**src/rtl/core/button_chord_holdback_detector_macros.svh**
```systemverilog
// Assertion macros shared by the chord detector RTL
// Depends on nothing; included inside module bodies that assert
`ifndef BUTTON_CHORD_HOLDBACK_DETECTOR_MACROS_SVH
`define BUTTON_CHORD_HOLDBACK_DETECTOR_MACROS_SVH

// same-cycle implication, disabled during reset
`define BCHD_ASSERT_NOW(label, clk, rst, ante, cons) \
  label: assert property (@(posedge clk) disable iff (rst) (ante) |-> (cons)) \
    else $error("bchd assertion failed");

// next-cycle implication, disabled during reset
`define BCHD_ASSERT_NEXT(label, clk, rst, ante, cons) \
  label: assert property (@(posedge clk) disable iff (rst) (ante) |=> (cons)) \
    else $error("bchd assertion failed");

`endif

```
**src/rtl/core/bchd_pkg.sv**
```systemverilog
// Package for the button chord hold-back detector
// Holds field widths, button bit positions, register indexes and shared structs
`timescale 1ns / 1ps

package bchd_pkg;

  localparam int BUTTON_W  = 16;
  localparam int TIME_BITS = 32;
  localparam int WINDOW_W  = 16;
  localparam int CFG_IDX_W = 2;
  localparam int CFG_DATA_W = 16;

  localparam int VIEW_BIT  = 5;
  localparam int MENU_BIT  = 4;
  localparam int GUIDE_BIT = 10;

  localparam logic [WINDOW_W-1:0] WINDOW_RESET = 16'd180;

  // configuration register indexes
  localparam logic [CFG_IDX_W-1:0] REG_CHORD_WINDOW  = 2'd0;
  localparam logic [CFG_IDX_W-1:0] REG_GUIDE_OPENS   = 2'd1;

  typedef struct packed {
    logic [BUTTON_W-1:0]  button_word;
    logic                 pad_connected;
    logic                 menu_shown;
    logic [TIME_BITS-1:0] now_ms;
  } bchd_poll_t;

  typedef struct packed {
    logic hold_active;
    logic replay_view;
    logic replay_menu;
    logic open_guide;
  } bchd_result_t;

endpackage

```
**src/rtl/core/bchd_core.sv**
```systemverilog
// Chord state and next-state logic for one poll per cycle while advance is high
// Depends on bchd_pkg and the assertion macro header
`timescale 1ns / 1ps

module bchd_core (
  input  logic                          clk,
  input  logic                          rst,
  input  logic                          advance,
  input  bchd_pkg::bchd_poll_t          poll,
  input  logic [bchd_pkg::WINDOW_W-1:0] chord_window_ms,
  input  logic                          guide_opens_menu,
  output bchd_pkg::bchd_result_t        result
);
  import bchd_pkg::*;
  `include "button_chord_holdback_detector_macros.svh"

  logic                 holding, holding_next;
  logic                 press_consumed, press_consumed_next;
  logic [1:0]           held_bits, held_bits_next;
  logic [TIME_BITS-1:0] hold_start_ms, hold_start_ms_next;
  logic                 guide_was_down, guide_was_down_next;

  // next state and result for the poll in the input register
  always_comb begin
    logic [BUTTON_W-1:0]  buttons;
    logic [1:0]           chord;
    logic [TIME_BITS-1:0] elapsed;
    logic                 guide_down;
    logic                 open;
    logic                 rep_view;
    logic                 rep_menu;
    buttons = poll.pad_connected ? poll.button_word : '0;
    chord = {buttons[MENU_BIT], buttons[VIEW_BIT]};
    guide_down = buttons[GUIDE_BIT];
    open = 1'b0;
    rep_view = 1'b0;
    rep_menu = 1'b0;
    holding_next = holding;
    press_consumed_next = press_consumed;
    held_bits_next = held_bits;
    hold_start_ms_next = hold_start_ms;
    elapsed = '0;

    if (poll.menu_shown) begin
      holding_next = 1'b0;
      press_consumed_next = 1'b0;
      held_bits_next = 2'b00;
    end else if (chord == 2'b00) begin
      // all released: replay whatever was held back
      if (holding && !press_consumed && (held_bits != 2'b00)) begin
        rep_view = held_bits[0];
        rep_menu = held_bits[1];
      end
      holding_next = 1'b0;
      press_consumed_next = 1'b0;
      held_bits_next = 2'b00;
    end else begin
      if (!holding && !press_consumed) begin
        holding_next = 1'b1;
        hold_start_ms_next = poll.now_ms;
      end
      held_bits_next = held_bits | chord;
      elapsed = poll.now_ms - hold_start_ms_next;
      if ((chord == 2'b11) && holding_next) begin
        // full chord: consume and open the guide
        holding_next = 1'b0;
        press_consumed_next = 1'b1;
        held_bits_next = 2'b00;
        open = 1'b1;
      end else if (holding_next &&
                   (elapsed > {{(TIME_BITS-WINDOW_W){1'b0}}, chord_window_ms})) begin
        // window ran out: lone press goes to the game
        holding_next = 1'b0;
        press_consumed_next = 1'b1;
        held_bits_next = 2'b00;
      end
    end

    // guide button rising edge
    guide_was_down_next = guide_down;
    if (guide_down && !guide_was_down && guide_opens_menu && !poll.menu_shown) begin
      open = 1'b1;
    end

    result.hold_active = holding_next;
    result.replay_view = rep_view;
    result.replay_menu = rep_menu;
    result.open_guide  = open;
  end

  // control state
  always_ff @(posedge clk) begin
    if (rst) begin
      holding <= 1'b0;
      press_consumed <= 1'b0;
      held_bits <= 2'b00;
      hold_start_ms <= '0;
      guide_was_down <= 1'b0;
    end else if (advance) begin
      holding <= holding_next;
      press_consumed <= press_consumed_next;
      held_bits <= held_bits_next;
      hold_start_ms <= hold_start_ms_next;
      guide_was_down <= guide_was_down_next;
    end
  end

  `BCHD_ASSERT_NOW(a_hold_has_bits, clk, rst, holding, held_bits != 2'b00)
  `BCHD_ASSERT_NOW(a_hold_not_consumed, clk, rst, holding, !press_consumed)
  `BCHD_ASSERT_NEXT(a_idle_keeps_hold, clk, rst, !advance, $stable(holding))

endmodule

```
**src/rtl/core/button_chord_holdback_detector.sv**
```systemverilog
// Button chord hold-back detector: poll register, output register, config regs
// Depends on bchd_pkg, bchd_core and the assertion macro header
`timescale 1ns / 1ps

// Takes one gamepad poll per transfer and returns one result per poll, in order.
// A poll passes two registers: the poll register, where the chord state is
// updated, and the output register. Its result is offered from the output
// register once the poll has left the poll register, and is taken at a rising
// edge while out_stall is low. A poll can be accepted every cycle while in_stall
// is low; the state update loop adds no limit, and in_stall rises only when both
// registers are full and the output side stalls. Configuration writes take
// effect at once and are expected only while no poll is in flight.
module button_chord_holdback_detector (
  input  logic                            clk,
  input  logic                            rst,
  input  logic                            in_valid,
  output logic                            in_stall,
  input  logic [bchd_pkg::BUTTON_W-1:0]   button_word,
  input  logic                            pad_connected,
  input  logic                            menu_shown,
  input  logic [bchd_pkg::TIME_BITS-1:0]  now_ms,
  output logic                            out_valid,
  input  logic                            out_stall,
  output logic                            hold_active,
  output logic                            replay_view,
  output logic                            replay_menu,
  output logic                            open_guide,
  input  logic                            cfg_we,
  input  logic [bchd_pkg::CFG_IDX_W-1:0]  cfg_index,
  input  logic [bchd_pkg::CFG_DATA_W-1:0] cfg_data
);
  import bchd_pkg::*;
  `include "button_chord_holdback_detector_macros.svh"

  logic [WINDOW_W-1:0] chord_window_ms;
  logic                guide_opens_menu;
  logic                s1_valid;
  bchd_poll_t          s1_poll;
  bchd_result_t        s1_result;
  bchd_result_t        out_result;
  logic                out_free;
  logic                s1_move;
  logic                in_take;

  // handshake
  assign out_free = !out_valid || !out_stall;
  assign s1_move  = s1_valid && out_free;
  assign in_stall = s1_valid && !out_free;
  assign in_take  = in_valid && !in_stall;

  // configuration registers
  always_ff @(posedge clk) begin
    if (rst) begin
      chord_window_ms <= WINDOW_RESET;
      guide_opens_menu <= 1'b0;
    end else if (cfg_we) begin
      unique case (cfg_index)
        REG_CHORD_WINDOW: chord_window_ms <= cfg_data[WINDOW_W-1:0];
        REG_GUIDE_OPENS:  guide_opens_menu <= cfg_data[0];
        default: ;
      endcase
    end
  end

  // poll register
  always_ff @(posedge clk) begin
    if (rst) begin
      s1_valid <= 1'b0;
    end else begin
      s1_valid <= in_take || (s1_valid && !s1_move);
    end
  end

  always_ff @(posedge clk) begin
    if (in_take) begin
      s1_poll.button_word <= button_word;
      s1_poll.pad_connected <= pad_connected;
      s1_poll.menu_shown <= menu_shown;
      s1_poll.now_ms <= now_ms;
    end
  end

  bchd_core u_core (
    .clk              (clk),
    .rst              (rst),
    .advance          (s1_move),
    .poll             (s1_poll),
    .chord_window_ms  (chord_window_ms),
    .guide_opens_menu (guide_opens_menu),
    .result           (s1_result)
  );

  // output register
  always_ff @(posedge clk) begin
    if (rst) begin
      out_valid <= 1'b0;
    end else begin
      out_valid <= s1_move || (out_valid && out_stall);
    end
  end

  always_ff @(posedge clk) begin
    if (s1_move) begin
      out_result <= s1_result;
    end
  end

  assign hold_active = out_result.hold_active;
  assign replay_view = out_result.replay_view;
  assign replay_menu = out_result.replay_menu;
  assign open_guide  = out_result.open_guide;

  `BCHD_ASSERT_NOW(a_stall_only_full, clk, rst, in_stall, s1_valid)
  `BCHD_ASSERT_NOW(a_no_overwrite, clk, rst, s1_move, !(out_valid && out_stall))
  `BCHD_ASSERT_NOW(a_replay_ends_hold, clk, rst,
                   out_valid && (replay_view || replay_menu), !hold_active)
  `BCHD_ASSERT_NEXT(a_move_fills_out, clk, rst, s1_move, out_valid)

endmodule

```
**config.mk**
```make
export PLATFORM = sky130hd
export DESIGN_NAME = button_chord_holdback_detector
export DESIGN_NICKNAME = d
export VERILOG_FILES = /design/src/rtl/core/bchd_pkg.sv /design/src/rtl/core/bchd_core.sv /design/src/rtl/core/button_chord_holdback_detector.sv
export VERILOG_INCLUDE_DIRS = /design/src /design/src/rtl/core
export SDC_FILE = /design/constraint.sdc
export NUM_CORES = 1
export LEC_CHECK = 0
export CORE_MARGIN = 8
export CORE_UTILIZATION = 35
export DETAILED_ROUTE_END_ITERATION = 6
export DONT_BUFFER_PORTS = 1
export PLACE_DENSITY = 0.45
export SLEW_MARGIN = 15
export SYNTH_ARGS = -nofsm -noshare
export SYNTH_HDL_FRONTEND = slang
export SYNTH_SLANG_ARGS = --single-unit
```
**constraint.sdc**
```tcl
create_clock -name clk -period 11.45 [get_ports clk]
set_clock_uncertainty 0.05 [all_clocks]
set_input_delay 1.145 -clock clk [delete_from_list [all_inputs] [get_ports clk]]
set_output_delay 1.145 -clock clk [all_outputs]
set_load 0.005 [all_outputs]
```
; ---- Word-level counts from Yosys, hierarchy flattened
; Index checks and enable logic that the tools add are counted.
[word_totals]
regBits = 105
latch_bits = 0
ramBits = 0
rom_bits = 0
out_inout_bits = 6
n_memories = 0
[op_classes]
n_addsub = 1
n_mul = 0
div = 0
n_lt_le_gt_ge = 1
n_eq_ne = 2
n_shift = 0
n_mux = 22
bitwise_logic = 4
n_reduce_logical = 34
[op_table]
columns = op, count
row1 = 32-bit 2-to-1 mux, 3
row2 = 32-bit by 16-bit greater-than comparator with 1-bit output, 1
row3 = 32-bit subtractor, 1
row4 = 1-bit 2-to-1 mux, 14
row5 = 1-bit logical AND, 13
row6 = 11-bit 2-to-1 mux, 1
row7 = 1-bit zero test, 9
row8 = 2-bit 2-to-1 mux, 4
row9 = 2-bit AND reduction, 3
row10 = 2-bit zero test, 2
row11 = 4-bit nonzero test, 1
row12 = 1-bit logical OR, 3
row13 = 1-bit inverter, 3
row14 = 3-bit AND reduction, 1
row15 = 3-bit OR reduction, 1
row16 = "2-bit by 1-bit == test with 1-bit output, second input constant", 1
row17 = "2-bit == test, second input constant", 1
row18 = 2-bit bitwise OR, 1
row19 = 2-bit nonzero test, 1

; ---- Longest topological paths before layout
; Gate-level depths: netlist (run 1).
[logic_depth]
ltp_word = 12
mapped_depth = 25
depth_no_buf = 22

; ---- Modules after synthesis
; A second synthesis (run 1) with hierarchy kept.
[unflattened]
cells_unflattened = 830
hier_area_um2 = 7330.8
[by_module_without_submodules]
columns = module, n_inst, cells_each, area_each_um2
row1 = bchd_core, 1, 692, 4870.9
row2 = button_chord_holdback_detector, 1, 138, 2459.9

; ---- Least setup slack after synthesis (run 1)
; Ideal clock, no wire load.
[synth_path]
path_kind = register to register
from = register u_core.press_consumed
to = register out_result, in the netlist hold_active, data pin
setup_ns = 0.169
arrival_ns = 4.485
path_slack_ns = 6.746
path_stages_with_launch = 26
synth_period_minus_slack_ns = 4.704
path_cell_list = dfxtp_1 -> buf_4 -> or2_4 -> buf_6 -> buf_4 -> nand2_1 -> o21ai_0 -> ha_1 -> inv_1 -> ha_1 -> o311ai_1 -> a311o_2 -> o21bai_2 -> a21oi_1 -> o32ai_1 -> ha_1 -> nand2_1 -> nor2_1 -> a2111oi_0 -> o21ai_0 -> a211oi_1 -> nor2_1 -> a211o_1 -> nor4_1 -> nand4_1 -> nor4b_2
[synth_between]
elab_chain_cells = 12
[synth_lines]
columns = item, line
row1 = "start, declared", bchd_core.sv:18  ; logic press_consumed, press_consumed_next;
row2 = "start signal, assigned", bchd_core.sv:101  ; press_consumed <= press_consumed_next;
row3 = 1-bit zero test *, bchd_core.sv:58  ; if (!holding && !press_consumed) begin
row4 = 1-bit logical AND *, bchd_core.sv:58
row5 = 32-bit 2-to-1 mux, bchd_core.sv:58
row6 = 32-bit 2-to-1 mux, bchd_core.sv:48  ; end else if (chord == 2'b00) begin
row7 = 32-bit 2-to-1 mux, bchd_core.sv:44  ; if (poll.menu_shown) begin
row8 = 32-bit subtractor, bchd_core.sv:63  ; elapsed = poll.now_ms - hold_start_ms_next;
row9 = 32-bit by 16-bit greater-than comparator with 1-bit output, bchd_core.sv:71  ; (elapsed > {{(TIME_BITS-WINDOW_W){1'b0}}, chord_window_ms})) begin
row10 = 1-bit logical AND, bchd_core.sv:70  ; end else if (holding_next &&
row11 = 1-bit 2-to-1 mux, bchd_core.sv:70
row12 = 1-bit 2-to-1 mux *, bchd_core.sv:64  ; if ((chord == 2'b11) && holding_next) begin
row13 = 1-bit 2-to-1 mux *, bchd_core.sv:48
row14 = 1-bit 2-to-1 mux *, bchd_core.sv:44
row15 = via u_core.holding_next, bchd_core.sv:17  ; logic holding, holding_next;
row16 = "end signal, assigned", button_chord_holdback_detector.sv:104  ; out_result <= s1_result;
row17 = "end, declared", button_chord_holdback_detector.sv:40  ; bchd_result_t out_result;
; Mark *: on every way through the listed nets, which the timed path passes. The rest lies on a longest branch. The select of a mux whose other input is x is not followed.
; A chain may end at the register's enable or synchronous reset.

; ---- Worst setup path after layout (run 1)
; Same ends and word-level chain as after synthesis.

==> reports/results.ini, run 1 <==
[outcome]
status=finished clean

[setup_path]
crit_path_start_kind=register
critPathMaxFanout=21
path_class=register to register
max_stage_delay_ps=540
cpMaxStageDelayCell=dfxtp_1
crit_arrival_ps=5570
endpoint_kind=register
cp_common_cell=nor2_1
crit_chain=or2_4 > nand2_1 > o21ai_0 > ha_1 > inv_1 > a221oi_2 > o221ai_1 > a221oi_2 > nor2_1 > nor2_1 > o22ai_1 > ha_1 > nand2_1 > nor2_1 > a2111oi_0 > o21ai_0 > a211oi_1 > nor2_1 > a211o_1 > nor4_1 > nand4_1 > nor4b_2
cp.required_ps=11570

[cells_and_area]
multi_input_area_um2=3730
layout_commonest_cell=nand2_1
area_delta_synth_final_pct=7.51
diodes=0
nNetsFinal=826
fin_util_pct=38.2
seq_area_um2=2350
final_cell_mix=nand2_1, a21oi_1, nor2_1
drive_above_1_share_pct=6.10
n_fill_cell=1826
stdcell_count=950

[global_route]
gr-total-overflow=0
grt_max_degree=58
grt_pass1_vias=5239
grt_use_total_pct=14.9
grt_pass1_wl_um=26900
antenna_found_initial=0

[timing]
worstMarginPinSlew_ps=1030
rsz0062_at_grt=no
finalSetupViolCount=0
period_needed_ps=5450
maxSlewHeadroom_pct=30.8
timing.hold.ws_ps=401
slew_viol_final=0
finalSetupTns_ps=0
hold_viol_final=0
max_freq_mhz=184
period_share_pct=47.6

[synth]
synthFlopType=dfxtp_1
seq_area_frac_synth_pct=37.1
async_flop_share_pct=0
synthesis.nets=842
yosys_warnings=0
syn_area_per_cell_um2=8.65
netlist_area_um2=6330
ys_ff_latch=97
synth_enable_flop_cells=41
syn_inst=732
synth.distinct_cells=79

[power_and_ir_drop]
internal_power_w=0.000640
p_total_w=0.000943
powerDensity_nw_per_um2=139
pwr-share-clk_pct=30.8
p_comb_share_pct=28.2
sw_frac_of_total_pct=32.2
leakage_nw=2.50
seq_power_share_pct=41.0
power_switching_w=0.000303
ir_worst_vdd_mv=0.0839

[floorplan]
io_pins=79
fp.dieW_um=151
start_util_pct=35.5
core_area_um2=17800
die-area_um2=22700
dieHeight_um=151
rows=49

[route]
postRouteAntennaNets=0
wl_per_cell_um=17.4
firstDrtPassIters=4
drc_errors=0
vias=5271
drt_iter0_markers=184
wl_um=16500
viasPerCell=5.55

[clock_network]
htreeDepth=3
cts_tree=done
hold_buffers=0
cts-root-buf=clkbuf_16
cts.clk_slew.worst_paths_ps=70
cts.path.max_buffers=2
clk_latency_ps=350
cts_setup_buffers=0
ctsResizeCount=0
numCtsBuffers=9
clkSinkCount=97

[min_path]
hold_path_class=register to register

[place]
gp_congestion=0.837
hpwl_um=12600
placedCellCount=934
io_buffers=0

[job]
max-cap-violations=0

[through the flow]
step	instance area (um^2)	setup WS, ps
floorplan	6330	6750
global placement	6530	6140
detailed placement	6530	5990
CTS	6810	5970
global route	6810	5540
finish	6810	6000
[registers in the layout, summed over array words and instances, names as in the netlist, 2 cells and up]
register / flops
u_core.hold_start_ms: 32
s1_poll: 37
chord_window_ms: 16
u_core.held_bits: 2
[layout make-up]
| class | count | share of cell area [%] |
|---|---|---|
| inverter | 37 | 2.04 |
| clock buffer | 14 | 3.89 |
| clock inverter | 2 | 0.202 |
| multi-input combinational | 568 | 54.8 |
| sequential | 97 | 34.5 |
| timing repair buffer | 3 | 0.331 |
| tap | 229 | 4.21 |
[power by group through the flow]
stage	Combinational, W	Sequential [W]	Clock, W
2_1_floorplan	0.000209	0.000391	0
3_3_place_gp	0.000262	0.000394	0
3_5_place_dp	0.000264	0.000395	0
4_1_cts	0.000266	0.000387	0.000305
5_1_grt	0.000300	0.000389	0.000316
6_report	0.000266	0.000387	0.000291
[worst paths after layout]
check / startpoint / to / slack, ps / cells past startpoint
max reg2reg: u_core.press_consumed / hold_active / 6000 / 22
min reg2reg: u_core.guide_was_down / u_core.guide_was_down / 400 / 2
min: u_core.guide_was_down / u_core.guide_was_down / 400 / 2
max: u_core.press_consumed / hold_active / 6000 / 22
[worst max-delay path: cells and delay by family (launching register included)]
family / cells / cell delay [ps]
flops: 1 / 540
fa+ha+maj: 2 / 580
buf+inv: 1 / 80
simple gates: 10 / 1670
compound gates: 9 / 2340
[cell families (layout without fill, tap and decap cells)]
kind of cell,after synthesis,count (layout),synth area share [%]
AOI/OAI and AO/OA,209,209,22.8
xor gates and xnor gates,26,26,3.59
adders and majority gates,38,38,7.47
buffers and inverters,67,56,4.33
DFF,97,97,37.1
muxes,26,26,4.13
and+or+nand+nor,269,269,20.6
[per-layer routing]
| layer | vias to the layer above | wire length (um) | GRT usage, % |
|---|---|---|---|
| li1 | 2652 | - | - |
| met1 | 2508 | 8250 | 19.6 |
| met2 | 97 | 7460 | 24.0 |
| met3 | 14 | 639 | 3.04 |
| met4 | 0 | 164 | 4.25 |
| met5 | - | 0 | 0 |
[synthesized netlist by cell type, types with 13 or more instances]
| library cell | count | share of area [%] |
|---|---|---|
| nand3_1 | 16 | 1.3 |
| nor2_1 | 70 | 4.1 |
| ha_1 | 37 | 7.3 |
| edfxtp_1 | 41 | 19 |
| a21oi_1 | 72 | 5.7 |
| nor2b_1 | 14 | 1.4 |
| xnor2_1 | 15 | 2.1 |
| a211oi_1 | 25 | 3.0 |
| nand2_1 | 90 | 5.3 |
| dfxtp_1 | 56 | 18 |
| nand4_1 | 13 | 1.3 |
| nor3_1 | 18 | 1.4 |
| clkbuf_1 | 24 | 1.4 |
| o21ai_0 | 21 | 1.7 |
| inv_1 | 36 | 2.1 |
| mux2i_1 | 25 | 4.0 |
(Power assumes the default switching activity.)
==> inputs of run 2 (changes only) <==
--- a/config.mk
+++ b/config.mk
@@ -10,7 +10,7 @@
 export CORE_UTILIZATION = 35
 export DETAILED_ROUTE_END_ITERATION = 6
 export DONT_BUFFER_PORTS = 1
-export PLACE_DENSITY = 0.45
+export PLACE_DENSITY = 0.47
 export SLEW_MARGIN = 15
 export SYNTH_ARGS = -nofsm -noshare
 export SYNTH_HDL_FRONTEND = slang
==> constraint.sdc (replaced) <==
create_clock -name clk -period 4.84 [get_ports clk]
set_clock_uncertainty 0.05 [all_clocks]
set_input_delay 0.484 -clock clk [delete_from_list [all_inputs] [get_ports clk]]
set_output_delay 0.484 -clock clk [all_outputs]
set_load 0.005 [all_outputs]
==> run 2 against run 1 <==
Utilization increased by 1.2 points. Worst setup slack got worse by 5700 ps. Sequential power increased by 140%. Sequential share of layout area decreased by 1.1 points. Count of clock-buffer cells in the layout decreased by 4. Hold slack got worse by 250 ps. Fmax increased by 20%.
==> reports/results.ini, run 2 (same netlist as run 1, synthesis figures left out) <==
[clock_network]
clk_latency_ps=360  ; about the same
cts-root-buf=clkbuf_16
cts.path.max_buffers=2  ; unchanged
clkSinkCount=97  ; unchanged
cts_tree=done
cts.clk_slew.worst_paths_ps=70  ; about the same
numCtsBuffers=9  ; unchanged
htreeDepth=3  ; unchanged
hold_buffers=0  ; unchanged

[cells_and_area]
final_cell_mix=nand2_1, a21oi_1, nor2_1
n_fill_cell=1812  ; -0.77%
nNetsFinal=846  ; +2.4%
area_delta_synth_final_pct=10.9
diodes=0  ; unchanged
largest-register=s1_poll
stdcell_count=970  ; +2.1%
drive_above_1_share_pct=10.5  ; +4.4 points
largest_reg_flops=37  ; unchanged
layout_commonest_cell=nand2_1
reg_top3=s1_poll: 37 flops, u_core.hold_start_ms: 32 flops, chord_window_ms: 16 flops

[power_and_ir_drop]
powerDensity_nw_per_um2=324  ; +130%
ir_worst_vdd_mv=0.257  ; +210%
leakage_nw=2.61  ; +4.4%

[route]
drc_errors=0  ; unchanged
firstDrtPassIters=4  ; unchanged
drt_iter0_markers=214  ; +16%
wl_per_cell_um=17.3  ; -0.26%
vias=5294  ; +0.44%
viasPerCell=5.46  ; -1.6%
wl_um=16800  ; +1.8%
postRouteAntennaNets=0  ; unchanged

[min_path]
hold_path_class=input port to register

[setup_path]
path_delay_family=simple AND/OR/NAND/NOR gates
crit_chain=or2_4 > o21ai_2 > ha_2 > inv_1 > ha_4 > o311ai_1 > a311o_2 > o21bai_4 > a221oi_2 > or3_1 > xor2_2 > ha_1 > nand4_1 > nor4_1 > nor2_1 > a211o_1 > nor4_2 > nand4_1 > nor4b_2
endpoint_kind=register
cpMaxStageDelayCell=or3_1
max_stage_delay_ps=390  ; -150 ps
path_buf_inv=1  ; unchanged
cp.required_ps=4970  ; -6600 ps
path_class=register to register
critPathMaxFanout=5  ; -76%
cp_common_cell=nand4_1
crit_path_start_kind=register
crit_arrival_ps=4660  ; -910 ps

[floorplan]
core_area_um2=17800  ; unchanged
start_util_pct=35.5  ; unchanged
die-area_um2=22700  ; unchanged
fp.dieW_um=151  ; unchanged
rows=49  ; unchanged
io_pins=79  ; unchanged
dieHeight_um=151  ; unchanged

[timing]
hold_viol_final=0  ; unchanged
max_freq_mhz=221  ; +20%
slew_viol_final=0  ; unchanged
finalSetupViolCount=0  ; unchanged
period_needed_ps=4530  ; -918 ps
final.setup.worst_slack_ps=310  ; -5690 ps
period_share_pct=93.6  ; +46 points
worstMarginPinSlew_ps=1030  ; -5.55 ps
maxSlewHeadroom_pct=31.2  ; +0.37 points

[place]
placedCellCount=953  ; +2.0%
hpwl_um=13000  ; +3.1%
gp_congestion=0.880  ; +5.1%
dp_worst_setup_slack_ps=40.5  ; -5940 ps
io_buffers=0  ; unchanged

[global_route]
gr-total-overflow=0  ; unchanged
grt_pass1_wl_um=27200  ; +1.2%
grt_pass1_vias=5211  ; -0.53%
grt_max_degree=58  ; unchanged
grt_use_total_pct=15.2  ; +0.28 points
antenna_found_initial=0  ; unchanged

[job]
max-cap-violations=0  ; unchanged

[outcome]
status=finished clean

[run 2: cell types whose count changed in the layout (fill, tap and decap cells not counted), sizes merged]
| cell | previous run | this run |
|---|---|---|
| clkinvlp | 0 | 1 |
| buf | 3 | 23 |
| clkbuf | 14 | 10 |
| clkinv | 3 | 4 |
| inv | 36 | 38 |
[run 2: per-stage QoR]
step	instance area [um^2]	utilization [%]	total power [W]	setup TNS [ps]	hold slack (ps)
after floorplan	6330	-	0.00142	0	381
final	7030	39.4	0.00228	0	151
after CTS	6950	39.0	0.00229	0	128
after global placement	6670	37.4	0.00158	0	385
after detailed placement	6670	37.4	0.00158	0	385
after global routing	7030	39.4	0.00243	-19.4	130
[run 2: repair_timing]
action	4_1_cts	5_1_grt
setup endpoints to repair	0	5
buffers inserted	0	1
gates resized for setup	0	16
[run 2: worst paths after layout]
check	from	endpoint	slack [ps]	depth (start not counted)
setup reg to reg	u_core.holding	hold_active	310	19
hold / removal	rst	u_core.hold_start_ms[28]	150	1
hold reg to reg	u_core.guide_was_down	u_core.guide_was_down	400	2
setup / recovery	u_core.holding	hold_active	310	19
[run 2: layer usage]
metal,track usage [%],wire length [um],up-vias
met1,20.2,8400,2480
met3,2.98,753,17
met5,0,0,-
met4,5.25,293,0
li1,-,-,2696
met2,23.9,7370,101
[run 2: where the power goes]
group,internal [W],switching (W)
clock,0.000364,0.000323
sequential,0.000889,0.0000232
combinational,0.000274,0.000406
[run 2: area by class of cell]
| type | count | area [um^2] | share of cell area (%) |
|---|---|---|---|
| Timing Repair Buffer | 23 | 173 | 2.46 |
| Tap cell | 229 | 287 | 4.08 |
| Clock buffer | 10 | 239 | 3.40 |
| Clock inverter | 6 | 40.0 | 0.570 |
| Inverter | 37 | 139 | 1.98 |
| Multi-Input combinational cell | 568 | 3800 | 54.1 |
| Sequential cell | 97 | 2350 | 33.5 |
[run 2: worst register-to-register path, delay by kind of cell, from the launching register on]
family | cells | cell delay, ps
flops | 1 | 310
fa+ha+maj | 3 | 680
xor+xnor | 1 | 180
buf+inv | 1 | 80
compound gates | 6 | 1270
simple gates | 8 | 1800
